## src/hdl/ads_pkg.sv

```systemverilog
// Shared constants for the aliquot divisor sum block.
// No dependencies; imported by every module of the block.
`timescale 1ns / 1ps

package ads_pkg;

    // Default width of the input integer
    localparam int VALUE_WIDTH_DEFAULT = 32;

    // Width of the divisor sum result
    localparam int SUM_WIDTH = 35;

endpackage : ads_pkg

```

## src/hdl/ads_div.sv

```systemverilog
// Restoring radix-2 divider that produces one quotient bit per cycle.
// Depends on ads_pkg; used by aliquot_divisor_sum.
`timescale 1ns / 1ps

module ads_div #(
    parameter int VALUE_WIDTH = ads_pkg::VALUE_WIDTH_DEFAULT
) (
    input  logic                   clk,
    input  logic                   rst_n,
    input  logic                   start,
    input  logic [VALUE_WIDTH-1:0] dividend,
    input  logic [VALUE_WIDTH-1:0] divisor,
    output logic                   done,
    output logic [VALUE_WIDTH-1:0] quotient,
    output logic [VALUE_WIDTH-1:0] remainder
);
    import ads_pkg::*;

    localparam int CNT_W = $clog2(VALUE_WIDTH + 1);

    logic                   busy_reg;
    logic                   busy_next;
    logic                   done_reg;
    logic                   done_next;
    logic [CNT_W-1:0]       cnt_reg;
    logic [CNT_W-1:0]       cnt_next;
    logic [VALUE_WIDTH-1:0] quo_reg;
    logic [VALUE_WIDTH-1:0] quo_next;
    logic [VALUE_WIDTH-1:0] rem_reg;
    logic [VALUE_WIDTH-1:0] rem_next;

    logic [VALUE_WIDTH:0]   rem_shift;
    logic [VALUE_WIDTH:0]   rem_diff;

    // Shift in the next dividend bit and try a subtract
    assign rem_shift = {rem_reg, quo_reg[VALUE_WIDTH-1]};
    assign rem_diff  = rem_shift - {1'b0, divisor};

    always_comb
    begin
        busy_next = busy_reg;
        done_next = 1'b0;
        cnt_next  = cnt_reg;
        quo_next  = quo_reg;
        rem_next  = rem_reg;
        if (start)
        begin
            // Load the dividend and clear the partial remainder
            busy_next = 1'b1;
            cnt_next  = CNT_W'(VALUE_WIDTH);
            quo_next  = dividend;
            rem_next  = '0;
        end
        else if (busy_reg)
        begin
            // Keep the difference when it did not go negative
            if (!rem_diff[VALUE_WIDTH])
            begin
                rem_next = rem_diff[VALUE_WIDTH-1:0];
                quo_next = {quo_reg[VALUE_WIDTH-2:0], 1'b1};
            end
            else
            begin
                rem_next = rem_shift[VALUE_WIDTH-1:0];
                quo_next = {quo_reg[VALUE_WIDTH-2:0], 1'b0};
            end
            cnt_next = cnt_reg - 1'b1;
            if (cnt_reg == CNT_W'(1))
            begin
                busy_next = 1'b0;
                done_next = 1'b1;
            end
        end
    end

    // Hold control state
    always_ff @(posedge clk or negedge rst_n)
    begin
        if (!rst_n)
        begin
            busy_reg <= 1'b0;
            done_reg <= 1'b0;
            cnt_reg  <= '0;
        end
        else
        begin
            busy_reg <= busy_next;
            done_reg <= done_next;
            cnt_reg  <= cnt_next;
        end
    end

    // Advance the quotient and remainder
    always_ff @(posedge clk)
    begin
        quo_reg <= quo_next;
        rem_reg <= rem_next;
    end

    assign done      = done_reg;
    assign quotient  = quo_reg;
    assign remainder = rem_reg;

endmodule : ads_div

```

## src/hdl/aliquot_divisor_sum.sv

```systemverilog
// Top level of the aliquot divisor sum block: sequencer and accumulator.
// Depends on ads_pkg and ads_div.
`timescale 1ns / 1ps

// Sums the proper divisors of value_n by trial division with candidates d
// from 2 upward. One shared restoring divider computes n / d and n % d for
// each candidate; the search stops once d exceeds the quotient, which is the
// same as d * d > n. Each candidate runs a start state, the divider steps,
// a wait for the divider to finish and a check state; an input below 2 skips
// the search and gives a sum of zero. The input stalls while an item is in
// work; a finished result waits in the output register and the next item may
// be taken meanwhile. The sum saturates at 2^35 - 1, which only a VALUE_WIDTH
// above 32 can reach.

module aliquot_divisor_sum #(
    parameter int VALUE_WIDTH = ads_pkg::VALUE_WIDTH_DEFAULT
) (
    input  logic                          clk,
    input  logic                          rst_n,
    input  logic                          in_valid,
    output logic                          in_stall,
    input  logic [VALUE_WIDTH-1:0]        value_n,
    output logic                          out_valid,
    input  logic                          out_stall,
    output logic [ads_pkg::SUM_WIDTH-1:0] divisor_sum
);
    import ads_pkg::*;

    localparam int ACC_W = ((VALUE_WIDTH > SUM_WIDTH) ? VALUE_WIDTH : SUM_WIDTH) + 2;
    localparam logic [ACC_W-1:0] SUM_MAX_W = ACC_W'({SUM_WIDTH{1'b1}});

    typedef enum logic [2:0] {
        S_IDLE,
        S_START,
        S_DIV,
        S_CHECK,
        S_DONE
    } state_t;

    state_t                 state_reg;
    state_t                 state_next;
    logic [VALUE_WIDTH-1:0] n_reg;
    logic [VALUE_WIDTH-1:0] n_next;
    logic [VALUE_WIDTH-1:0] d_reg;
    logic [VALUE_WIDTH-1:0] d_next;
    logic [SUM_WIDTH-1:0]   acc_reg;
    logic [SUM_WIDTH-1:0]   acc_next;
    logic                   out_valid_reg;
    logic                   out_valid_next;
    logic [SUM_WIDTH-1:0]   divisor_sum_reg;
    logic [SUM_WIDTH-1:0]   divisor_sum_next;

    logic                   div_start;
    logic                   div_done;
    logic [VALUE_WIDTH-1:0] div_quo;
    logic [VALUE_WIDTH-1:0] div_rem;

    logic [VALUE_WIDTH-1:0] pair_term;
    logic [ACC_W-1:0]       add_wide;
    logic [ACC_W-1:0]       inc_wide;
    logic [SUM_WIDTH-1:0]   add_sat;
    logic [SUM_WIDTH-1:0]   inc_sat;

    ads_div #(
        .VALUE_WIDTH (VALUE_WIDTH)
    ) u_div (
        .clk       (clk),
        .rst_n     (rst_n),
        .start     (div_start),
        .dividend  (n_reg),
        .divisor   (d_reg),
        .done      (div_done),
        .quotient  (div_quo),
        .remainder (div_rem)
    );

    // Add d and its cofactor, the cofactor only when it differs from d
    assign pair_term = (div_quo == d_reg) ? '0 : div_quo;
    assign add_wide  = ACC_W'(acc_reg) + ACC_W'(d_reg) + ACC_W'(pair_term);
    assign add_sat   = (add_wide > SUM_MAX_W) ? {SUM_WIDTH{1'b1}} : add_wide[SUM_WIDTH-1:0];

    // Add the divisor 1 at the end
    assign inc_wide  = ACC_W'(acc_reg) + ACC_W'(1);
    assign inc_sat   = (inc_wide > SUM_MAX_W) ? {SUM_WIDTH{1'b1}} : inc_wide[SUM_WIDTH-1:0];

    // Sequence the trial divisions
    always_comb
    begin
        state_next       = state_reg;
        n_next           = n_reg;
        d_next           = d_reg;
        acc_next         = acc_reg;
        out_valid_next   = out_valid_reg && out_stall;
        divisor_sum_next = divisor_sum_reg;
        div_start        = 1'b0;
        case (state_reg)
            S_IDLE:
            begin
                if (in_valid)
                begin
                    n_next   = value_n;
                    d_next   = VALUE_WIDTH'(2);
                    acc_next = '0;
                    if (value_n < VALUE_WIDTH'(2))
                        state_next = S_DONE;
                    else
                        state_next = S_START;
                end
            end
            S_START:
            begin
                div_start  = 1'b1;
                state_next = S_DIV;
            end
            S_DIV:
            begin
                if (div_done)
                    state_next = S_CHECK;
            end
            S_CHECK:
            begin
                if (d_reg > div_quo)
                begin
                    acc_next   = inc_sat;
                    state_next = S_DONE;
                end
                else
                begin
                    if (div_rem == '0)
                        acc_next = add_sat;
                    d_next     = d_reg + 1'b1;
                    state_next = S_START;
                end
            end
            S_DONE:
            begin
                // Hold the sum until the output register is free
                if (!out_valid_reg || !out_stall)
                begin
                    out_valid_next   = 1'b1;
                    divisor_sum_next = acc_reg;
                    state_next       = S_IDLE;
                end
            end
            default:
            begin
                state_next = S_IDLE;
            end
        endcase
    end

    // Hold state, working registers and the output register
    always_ff @(posedge clk or negedge rst_n)
    begin
        if (!rst_n)
        begin
            state_reg       <= S_IDLE;
            n_reg           <= '0;
            d_reg           <= '0;
            acc_reg         <= '0;
            out_valid_reg   <= 1'b0;
            divisor_sum_reg <= '0;
        end
        else
        begin
            state_reg       <= state_next;
            n_reg           <= n_next;
            d_reg           <= d_next;
            acc_reg         <= acc_next;
            out_valid_reg   <= out_valid_next;
            divisor_sum_reg <= divisor_sum_next;
        end
    end

    assign in_stall    = (state_reg != S_IDLE);
    assign out_valid   = out_valid_reg;
    assign divisor_sum = divisor_sum_reg;

endmodule : aliquot_divisor_sum

```

## config.mk

```make
export PLATFORM = sky130hd
export DESIGN_NAME = aliquot_divisor_sum
export DESIGN_NICKNAME = d
export VERILOG_FILES = /design/src/hdl/ads_pkg.sv /design/src/hdl/ads_div.sv /design/src/hdl/aliquot_divisor_sum.sv
export SDC_FILE = /design/constraint.sdc
export NUM_CORES = 1
export LEC_CHECK = 0
export BUFFER_PORTS_ARGS = -buffer_cell sky130_fd_sc_hd__buf_2
export CORE_MARGIN = 3
export CORE_UTILIZATION = 45
export DETAILED_ROUTE_END_ITERATION = 10
export GPL_TIMING_DRIVEN = 0
export MAX_ROUTING_LAYER = met4
export SYNTH_ARGS = -nofsm -noshare
export SYNTH_HDL_FRONTEND = slang
export SYNTH_SLANG_ARGS = --single-unit
```

## constraint.sdc

```tcl
create_clock -name clk -period 8.4 [get_ports clk]
set_input_delay 0.42 -clock clk [delete_from_list [all_inputs] [get_ports clk]]
set_output_delay 0.42 -clock clk [all_outputs]
set_load 0.005 [all_outputs]
```

### After elaboration in Yosys (flattened, before gate mapping)

Cells that the tools add are included.

* add/sub/neg operators: 6
* magnitude comparators: 4
* equality and inequality tests: 11
* mux-type cells: 31
* reduce and logical (&&, ||, !) cells: 14

Operators by type and width (number)
* 32-bit 2-to-1 mux: 6
* 35-bit 2-to-1 mux: 5
* 35-bit one-hot mux with 2 select lines: 1
* 32-bit one-hot mux with 2 select lines: 1
* 36-bit by 32-bit adder with 37-bit output: 1
* 37-bit by 35-bit greater-than comparator with 1-bit output, second input constant: 1
* 35-bit by 1-bit adder with 36-bit output, second input constant: 1
* 35-bit by 32-bit adder with 36-bit output: 1
* 36-bit by 35-bit greater-than comparator with 1-bit output, second input constant: 1
* 33-bit by 32-bit subtractor with 33-bit output: 1
* 32-bit by 1-bit adder with 32-bit output, second input constant: 1
* 32-bit equality test: 1
* 32-bit greater-than comparator: 1
* 32-bit zero test: 1
* 32-bit by 2-bit < comparator with 1-bit output, second input constant: 1
* 3-bit 2-to-1 mux: 5
* 3-bit one-hot mux with 5 select lines: 1
* 6-bit 2-to-1 mux: 2
* 1-bit 2-to-1 mux: 10
* 3-bit AND reduction: 3
* 3-bit by 2-bit equality test with 1-bit output, second input constant: 2
* 6-bit by 1-bit equality test with 1-bit output, second input constant: 1
* 2-bit inequality test, second input constant: 3
* 6-bit by 1-bit subtractor with 6-bit output, second input constant: 1
* other kinds (11): 14

* register bits after elaboration: 210
* bits of input ports: 36
* output and inout port bits: 37
* word-level logic and storage cells: 77

### Logic depth before layout (Yosys ltp)

Gate-level depths: netlist of run 1.

* depth in word-level cells: 8
* mapped depth: 23

### Modules after synthesis

A second synthesis of run 1 with hierarchy kept.

* cell total of the unflattened synthesis: 1734
* area total of the unflattened synthesis: 15378.5 µm²

By module, submodules not included
* aliquot_divisor_sum: instances 1, cells an instance 1202, area an instance 10334.9 µm², sequential area each 3453.3 µm²
* ads_div: instances 1, cells an instance 532, area an instance 5043.6 µm², sequential area each 1801.7 µm²

### Worst setup path before layout of run 1

Ideal clock, no wire load.

* path kind: register to register
* from: register d_reg[11]
* to: register acc_reg[17]
* setup time: 0.120 ns
* arrival: 4.577 ns
* path slack: 3.704 ns
* cell stages (with the launch flop): 21
* path buffers: 2
* clock period less this slack: 4.696 ns
* cells stage by stage: dfrtp_1 > ha_1 > nand4_1 > nor4_2 > nand4_1 > nand2b_1 > clkbuf_1 > and2_1 > fa_1 > ha_1 > buf_2 > a211oi_1 > nor2_1 > or3_1 > or2_1 > a31oi_1 > o21bai_1 > a211o_1 > a41oi_1 > a2bb2oi_1 > nor2_1

* word-level cells in the longest chain between the ends: 8
* elaborated cells between the ends (all ways): 12
* those cells by class: 2 x add/sub; 2 x order compare; 2 x eq/ne; 5 x mux; 1 x reduce/logical

Ends and longest elaborated chain
* from (decl): line aliquot_divisor_sum.sv:44 `logic [VALUE_WIDTH-1:0] d_reg;`
* from (signal assigned): line aliquot_divisor_sum.sv:168 `d_reg <= d_next;`
* branches (longest 8 deep; another with 36-bit by 32-bit adder with 37-bit output)
* to (signal assigned): line aliquot_divisor_sum.sv:169 `acc_reg <= acc_next;`
* to (decl): line aliquot_divisor_sum.sv:46 `logic [SUM_WIDTH-1:0] acc_reg;`

Parallel ways; which one is timed is not known. The select of a mux whose other input is x is not followed.
A chain may end at the register's enable or synchronous reset.

### Worst setup path in the final report of run 1

* from: register d_reg[22]
* to: register acc_reg[23]

Same word-level chain as after synthesis.

==> PnR_summary.wiki, run 1 <==
{| class="wikitable"
! Metric !! Value
|-
| Status || finished, final reports clean
|-
| Routed vias/inst || 5.74
|-
| Endpoints failing hold || 0
|-
| Final setup viols || 0
|-
| Slack of the critical path || 2.21 ns
|-
| Number of port buffers || 72
|-
| CTS max path bufs || 3
|-
| Number of CTS-inserted buffers || 25
|-
| Hold WC Path Type || in2reg
|-
| Cell type of the slowest stage on the worst timing path || sky130_fd_sc_hd__nor4_1
|-
| First-pass GRT wire length || 69.9 mm
|-
| Switching Fraction || 0.224
|-
| Clock period minus final worst setup slack || 6.19 ns
|-
| Seq/Total Area, Yosys || 0.349
|-
| Maximum Capacitance Violations || 0
|-
| Startpoint-to-endpoint class of the critical path || reg2reg
|-
| FILL cells || around 3200
|-
| Post-synthesis register bit count || 210
|-
| Drc violations || 0
|-
| Post-route worst hold slack || 0.0768 ns
|-
| Net count reported at finish || 1998
|-
| Mean instance size in the synthesized netlist || 8.72 sq um
|-
| Portion of total power attributed to the clock network || 0.502
|-
| Netlist area before placement || approximately 15000 sq um
|-
| Pre-CTS WS || around 2.2 ns
|-
| DRT Pass-1 Iters || 5
|-
| Ratio of cells with drive above 1 in the final layout || 0.102
|-
| Post-route cell area || 16800 sq um
|-
| Req. time, crit path || 8.86 ns
|-
| Via count of the first global-routing pass || about 13000
|-
| Maximum number of pins on one net before global-route repair || 84
|-
| Number of antenna-violating nets in the routed design || 0
|-
| Top-Level Pins || 73
|-
| Power density over cell area || 126 nW/um^2
|-
| Height of the die || 189 um
|-
| Fin. max-slew vios || 0
|-
| Final wirelength || around 45 mm
|-
| Fraction of power consumed by combinational cells || 0.013
|-
| Number of gates given a new drive strength after cts || 0
|-
| Routed vias || 13130
|-
| Setup TNS Final || 0 ns
|-
| Kind of cell adding the most delay to the critical path || simple AND/OR/NAND/NOR gates
|-
| Dpl cell area || between 15000 and 20000 sq um
|-
| Number of library cell types mapped by synthesis || 84
|-
| Endpoint arrival time on the critical path || 6.65 ns
|-
| Seq pwr share || 0.485
|-
| Slew headroom || 0.328
|-
| Starting utilization of the core area || 0.459
|-
| Clock latency of the later-clocked register in the worst-skew pair || ~0.55 ns
|-
| Chain of cells forming the critical path || ha_1, nand4_1, nor4_1, nand2b_1, clkbuf_1, and2_1, fa_1, ha_1, nand3_1, nor2_1, or4b_1, a31oi_1, o211ai_1, nand2_1, buf_2, buf_2, nor2_1, o22ai_1
|-
| Maximum vdd drop || around 0.18 mV
|-
| Number of H-tree levels || 1
|-
| Iteration-0 DRC Markers || 679
|-
| Die width || 189 um
|-
| Number of buffer and inverter instances along the worst setup path || 3
|-
| Std cell rows || 66
|-
| Avg WL per Cell || roughly 19 um
|-
| Total congestion overflow after global routing || 0
|-
| Kind of capture point of the worst setup path || flop
|-
| Internal || 0.00164 W
|-
| Part of the cycle the worst path needs || 0.737
|-
| Largest clock skew in the final design || 0.00909 ns
|-
| Maximum cell stage delay along the critical path || ~0.66 ns
|-
| Clock edge transition at the registers on the reported setup and hold paths || 0.06 ns
|-
| Leak pwr || 7.84 nW
|-
| Clock tree from TritonCTS || yes
|-
| Clock Root Buffer || sky130_fd_sc_hd__clkbuf_16
|-
| Launching element type of the critical path || flop
|-
| Half-perimeter wire length after detailed placement || about 35 mm
|-
| Weighted congestion reported at the end of routability-driven placement || 0.985
|-
| Worst-Margin Slew || 1.00 ns
|-
| Number of clock sinks || 210
|-
| Gate count of the mapped netlist || approximately 1700
|-
| Critical Path Fanout Max || 10
|-
| Std-Cell Core Area || 32800 sq um
|-
| Net Switching || 0.000475 W
|-
| Most used DFF post-synth || sky130_fd_sc_hd__dfrtp_1
|-
| Global routing usage summed across all routing layers || 0.253
|-
| Count of warnings emitted by yosys || 0
|-
| Achievable frequency || 161 MHz
|-
| Setup repair after global routing missed its margin || false
|-
| Fin util || 0.513
|-
| Syn Nets || 1896
|-
| Number of antenna violations at the first check in global routing || 1
|-
| Number of synthesized flops with an enable pin || 32
|-
| Die area || approximately 36000 sq um
|-
| Share of synthesized registers carrying an async set or reset || 0.695
|-
| Area delta synth->final || 11.8%
|}
[per-layer routing]
layer | GRT usage | share of wire
met1 | 0.319 | 0.44
met2 | 0.435 | 0.49
met3 | 0.0248 | 0.042
met4 | 0.0702 | 0.030
met5 | - | 0
[synthesized netlist by cell type (34+ instances only)]
cell,n,area [sq um]
sky130_fd_sc_hd__dfrtp_1,146,3650
sky130_fd_sc_hd__clkbuf_1,58,218
sky130_fd_sc_hd__xnor2_1,65,569
sky130_fd_sc_hd__a21o_1,46,345
sky130_fd_sc_hd__nor2_1,112,420
sky130_fd_sc_hd__o21ai_0,147,736
sky130_fd_sc_hd__nand3_1,46,230
sky130_fd_sc_hd__ha_1,101,1260
sky130_fd_sc_hd__a21oi_1,150,751
sky130_fd_sc_hd__inv_1,99,372
sky130_fd_sc_hd__nand2_1,232,871
sky130_fd_sc_hd__and2_1,35,219
sky130_fd_sc_hd__fa_1,34,681
[through the flow]
step           total power [W]  instances
3_3_place_gp           0.00107       2239
6_report               0.00212       2287
4_1_cts                0.00215       2285
2_1_floorplan          0.00105       1725
5_1_grt                0.00219       2287
3_5_place_dp           0.00108       2240
[logic make-up after synthesis]
logic type | count (synthesis) | share of synthesized area
flops | 210 | 0.349
fa+ha+maj | 135 | 0.129
mux | 60 | 0.0424
xor+xnor | 86 | 0.0513
buf+inv | 175 | 0.0479
simple gates | 588 | 0.190
compound gates | 471 | 0.190
[repair_timing]
action | CTS | global route
buffers inserted | 0 | 0
hold endpoints to repair | 82 | 0
hold buffers | 1 | 0
[power groups by stage]
stage / sequential, W / clock [W] / combinational (W)
2_1_floorplan: 0.00105 / 0 / 0.000000918
3_3_place_gp: 0.00105 / 0 / 0.0000269
3_5_place_dp: 0.00105 / 0 / 0.0000290
4_1_cts: 0.00103 / 0.00109 / 0.0000294
5_1_grt: 0.00103 / 0.00113 / 0.0000322
6_report: 0.00103 / 0.00106 / 0.0000280
[cell usage in the layout, fill, tap and decap left out, types with 11 or more instances in the layout]
cell,Yosys,layout
sky130_fd_sc_hd__a21o_1,46,46
sky130_fd_sc_hd__a21oi_1,150,150
sky130_fd_sc_hd__a31oi_1,20,20
sky130_fd_sc_hd__and2_1,35,35
sky130_fd_sc_hd__and3_1,18,18
sky130_fd_sc_hd__buf_2,13,84
sky130_fd_sc_hd__clkbuf_1,58,64
sky130_fd_sc_hd__clkbuf_16,0,25
sky130_fd_sc_hd__dfrtp_1,146,146
sky130_fd_sc_hd__dfxtp_1,32,32
sky130_fd_sc_hd__edfxtp_1,32,32
sky130_fd_sc_hd__fa_1,34,34
sky130_fd_sc_hd__ha_1,101,101
sky130_fd_sc_hd__inv_1,99,98
sky130_fd_sc_hd__mux2_2,30,30
sky130_fd_sc_hd__mux2i_1,30,30
sky130_fd_sc_hd__nand2_1,232,232
sky130_fd_sc_hd__nand2b_1,12,12
sky130_fd_sc_hd__nand3_1,46,46
sky130_fd_sc_hd__nand4_1,23,23
sky130_fd_sc_hd__nor2_1,112,112
sky130_fd_sc_hd__nor3_1,23,23
sky130_fd_sc_hd__nor4_1,21,21
sky130_fd_sc_hd__o21a_1,11,11
sky130_fd_sc_hd__o21ai_0,147,147
sky130_fd_sc_hd__o21bai_1,11,11
sky130_fd_sc_hd__o22ai_1,16,16
sky130_fd_sc_hd__xnor2_1,65,65
sky130_fd_sc_hd__xor2_1,20,20
[worst register-to-register path, delay by kind of cell (launching register included)]
family / cells / cell delay, ns
and+or+nand+nor: 9 / 2.80
DFF: 1 / 0.50
buffers and inverters: 3 / 0.84
adders and majority gates: 3 / 1.22
AOI/OAI and AO/OA: 3 / 0.73
[area by class of cell]
class | count | area, sq um | share of cell area
repair buffers | 75 | 432 | 0.0257
plain buffers | 76 | 349 | 0.0208
well taps | 442 | 553 | 0.0329
clock buffers | 34 | 689 | 0.0410
inverters | 99 | 372 | 0.0221
clock inverters | 10 | 96.3 | 0.00573
multi-input cells | 1340 | 9070 | 0.539
diodes | 1 | 2.50 | 0.000149
flip-flops and latches | 210 | 5260 | 0.312
[final timing paths]
| check | from | slack (ns) | to | depth (start not counted) |
|---|---|---|---|---|
| max | d_reg[22] | 2.21 | acc_reg[23] | 18 |
| min | value_n[8] | 0.08 | n_reg[8] | 3 |
| max reg2reg | d_reg[22] | 2.21 | acc_reg[23] | 18 |
| min reg2reg | divisor_sum[0] | 0.47 | divisor_sum[0] | 2 |
| max in group asynchronous | rst_n | 7.07 | n_reg[24] | 3 |
| min in group asynchronous | rst_n | 0.52 | divisor_sum[6] | 2 |
Power figures use the tool's default switching activity.
==> run 2: changes to the inputs <==
==> constraint.sdc (replaced) <==
create_clock -name clk -period 6.1 [get_ports clk]
set_input_delay 0.305 -clock clk [delete_from_list [all_inputs] [get_ports clk]]
set_output_delay 0.305 -clock clk [all_outputs]
set_load 0.005 [all_outputs]
==> PnR_summary.wiki, run 2 (synthesis gave the netlist of run 1 again) <==
{| class="wikitable"
! Metric !! Value
|-
| Number of antenna-violating nets in the routed design || 0
|-
| Req. time, crit path || ~6.6 ns
|-
| Post-route cell area || 17200 sq um
|-
| Critical Path Fanout Max || 10
|-
| Number of port buffers || 72
|-
| Half-perimeter wire length after detailed placement || 35.2 mm
|-
| Clock period minus final worst setup slack || 5.73 ns
|-
| FILL cells || 3149
|-
| Number of H-tree levels || 1
|-
| Drc violations || 0
|-
| Std cell rows || 66
|-
| Minimum setup slack among reg-to-reg paths || 0.37 ns
|-
| Startpoint of the lowest-slack register-to-register path || d_reg[9]
|-
| Area delta synth->final || 14.0%
|-
| Number of clock sinks || 210
|-
| Design Power || 0.00293 W
|-
| Cell type of the slowest stage on the worst timing path || sky130_fd_sc_hd__or4b_1
|-
| Number of CTS-inserted buffers || 25
|-
| Number of cell instances on the worst register-to-register path || 21
|-
| Clock edge transition at the registers on the reported setup and hold paths || 0.06 ns
|-
| Path length in cells of the critical path || 21
|-
| Fin cells || 2316
|-
| Ratio of cells with drive above 1 in the final layout || 0.106
|-
| Avg WL per Cell || slightly below 20 um
|-
| CTS max path bufs || 3
|-
| Iteration-0 DRC Markers || around 670
|-
| Kind of capture point of the worst setup path || flop
|-
| Capture point of the worst path || acc_reg[23]
|-
| Die width || 189 um
|-
| Kind of cell adding the most delay to the critical path || simple AND/OR/NAND/NOR gates
|-
| Endpoint of the lowest-slack register-to-register path || acc_reg[23]
|-
| Total congestion overflow after global routing || 0
|-
| Maximum number of pins on one net before global-route repair || 84
|-
| Hold WC Path Type || in2reg
|-
| First-pass GRT wire length || 71.0 mm
|-
| Number of buffer and inverter instances along the worst setup path || 4
|-
| Startpoint-to-endpoint class of the critical path || reg2reg
|-
| Number of antenna violations at the first check in global routing || 1
|-
| Top-Level Pins || between 70 and 80
|-
| Part of the cycle the worst path needs || 0.940
|-
| Fin. max-slew vios || 0
|-
| Routed vias || 13266
|-
| Clock latency of the later-clocked register in the worst-skew pair || 0.55 ns
|-
| Chain of cells forming the critical path || ha_1, nand4_1, nor4_4, nand4_1, nand2b_2, clkbuf_2, nand2_1, fa_1, inv_1, ha_1, fa_1, a211oi_1, o21a_1, or4b_1, a31oi_2, o211ai_1, nand2_2, buf_2, buf_2, nor2_1, o22ai_1
|-
| Final setup viols || 0
|-
| Std-Cell Core Area || roughly 33000 sq um
|-
| DRT Pass-1 Iters || 5
|-
| Dpl cell area || 16000 sq um
|-
| Most common library cell in the layout ignoring fill and taps || sky130_fd_sc_hd__nand2_1
|-
| Die area || 35700 sq um
|-
| Maximum Capacitance Violations || 0
|-
| Net count reported at finish || 2027
|-
| Final wirelength || 45.2 mm
|-
| Endpoint arrival time on the critical path || 6.19 ns
|-
| Height of the die || 189 um
|-
| Fin util || 0.523
|-
| Post-CTS setup buffer count || 0
|-
| Worst-Margin Slew || 0.985 ns
|-
| Achievable frequency || 174 MHz
|-
| Maximum cell stage delay along the critical path || 0.59 ns
|-
| Largest clock skew in the final design || 0.00880 ns
|-
| Via count of the first global-routing pass || 13088
|-
| Power density over cell area || 171 nW/um^2
|-
| Dpl cells || 2240
|-
| Clock tree from TritonCTS || yes
|-
| Status || finished, final reports clean
|-
| Leak pwr || ~8 nW
|-
| Launching element type of the critical path || flop
|-
| Endpoints failing hold || 0
|-
| Setup repair after global routing missed its margin || false
|-
| Routed vias/inst || ~5.7
|-
| Slew headroom || 0.338
|-
| Leading cell types in the layout, fill and taps excluded || sky130_fd_sc_hd__nand2_1, sky130_fd_sc_hd__a21oi_1, sky130_fd_sc_hd__o21ai_0, sky130_fd_sc_hd__dfrtp_1, sky130_fd_sc_hd__nor2_1
|-
| Weighted congestion reported at the end of routability-driven placement || 0.985
|-
| Global routing usage summed across all routing layers || 0.256
|-
| Maximum vdd drop || 0.250 mV
|-
| Clock Root Buffer || sky130_fd_sc_hd__clkbuf_16
|-
| Worst Setup SP || d_reg[9]
|-
| Starting utilization of the core area || 0.459
|}
run 2: cell count changes in the layout (fill, tap and decap cells not counted), sizes merged:
cell,change
dlygate4sd3,+29
run 2: layout make-up:
cell class	count	area [sq um]	share of cell area
antenna	1	2.50	0.000146
timing repair buffer	104	722	0.0421
clock buffer	34	689	0.0402
buffer	76	352	0.0205
multi-input combinational	1340	9110	0.531
inverter	99	372	0.0217
tap	442	553	0.0322
clock inverter	10	96.3	0.00562
sequential	210	5260	0.306
run 2: worst register-to-register path: stages, from the launching register on:
cell                       delay [ns]
sky130_fd_sc_hd__dfrtp_1         0.48
sky130_fd_sc_hd__ha_1            0.35
sky130_fd_sc_hd__nand4_1         0.19
sky130_fd_sc_hd__nor4_4          0.32
sky130_fd_sc_hd__nand4_1         0.19
sky130_fd_sc_hd__nand2b_2        0.31
sky130_fd_sc_hd__clkbuf_2        0.26
sky130_fd_sc_hd__nand2_1         0.17
sky130_fd_sc_hd__fa_1            0.42
sky130_fd_sc_hd__inv_1           0.07
sky130_fd_sc_hd__ha_1            0.18
sky130_fd_sc_hd__fa_1            0.24
sky130_fd_sc_hd__a211oi_1        0.11
sky130_fd_sc_hd__o21a_1          0.24
sky130_fd_sc_hd__or4b_1          0.59
sky130_fd_sc_hd__a31oi_2         0.29
sky130_fd_sc_hd__o211ai_1        0.21
sky130_fd_sc_hd__nand2_2         0.20
sky130_fd_sc_hd__buf_2           0.25
sky130_fd_sc_hd__buf_2           0.28
sky130_fd_sc_hd__nor2_1          0.11
sky130_fd_sc_hd__o22ai_1         0.17
run 2: how the worst min path moves through the flow:
stage | cells after the start | slack (ns) | to | from
final | 3 | 0.02 | n_reg[18] | value_n[18]
after global routing | 3 | 0.02 | n_reg[18] | value_n[18]
after CTS | 3 | 0.002 | n_reg[18] | value_n[18]
after detailed placement | 1 | 0.41 | divisor_sum[6] | rst_n
after floorplan | 0 | 0.009 | acc_reg[0] | rst_n
after global placement | 2 | 0.46 | divisor_sum[12] | divisor_sum[12]
run 2: power breakdown:
| group | switching, W | total, W | internal (W) |
|---|---|---|---|
| clock | 0.000628 | 0.00146 | 0.000836 |
| sequential | 0.0000000000000000000217 | 0.00142 | 0.00142 |
| combinational | 0.0000306 | 0.0000543 | 0.0000237 |
run 2: metal layers:
| layer | share of wire | GRT usage |
|---|---|---|
| met3 | 0.042 | 0.0254 |
| met4 | 0.031 | 0.0776 |
| met1 | 0.44 | 0.322 |
| met2 | 0.49 | 0.441 |
| met5 | 0 | - |
run 2: stage by stage:
| step | worst slack, ns | TNS (ns) | hold WS (ns) |
|---|---|---|---|
| after floorplan | 1.40 | 0 | 0.00941 |
| after detailed placement | -0.141 | -0.971 | 0.414 |
| after global routing | 0.0164 | 0 | 0.0150 |
| final | 0.368 | 0 | 0.0196 |
| after global placement | -0.0888 | -0.611 | 0.456 |
| after CTS | 0.0531 | 0 | 0.00212 |
run 2: what timing repair did:
item / CTS / global route
setup endpoints to repair: 15 / 28
hold buffers: 30 / 0
hold endpoints to repair: 111 / 0
gates resized for setup: 1 / 12
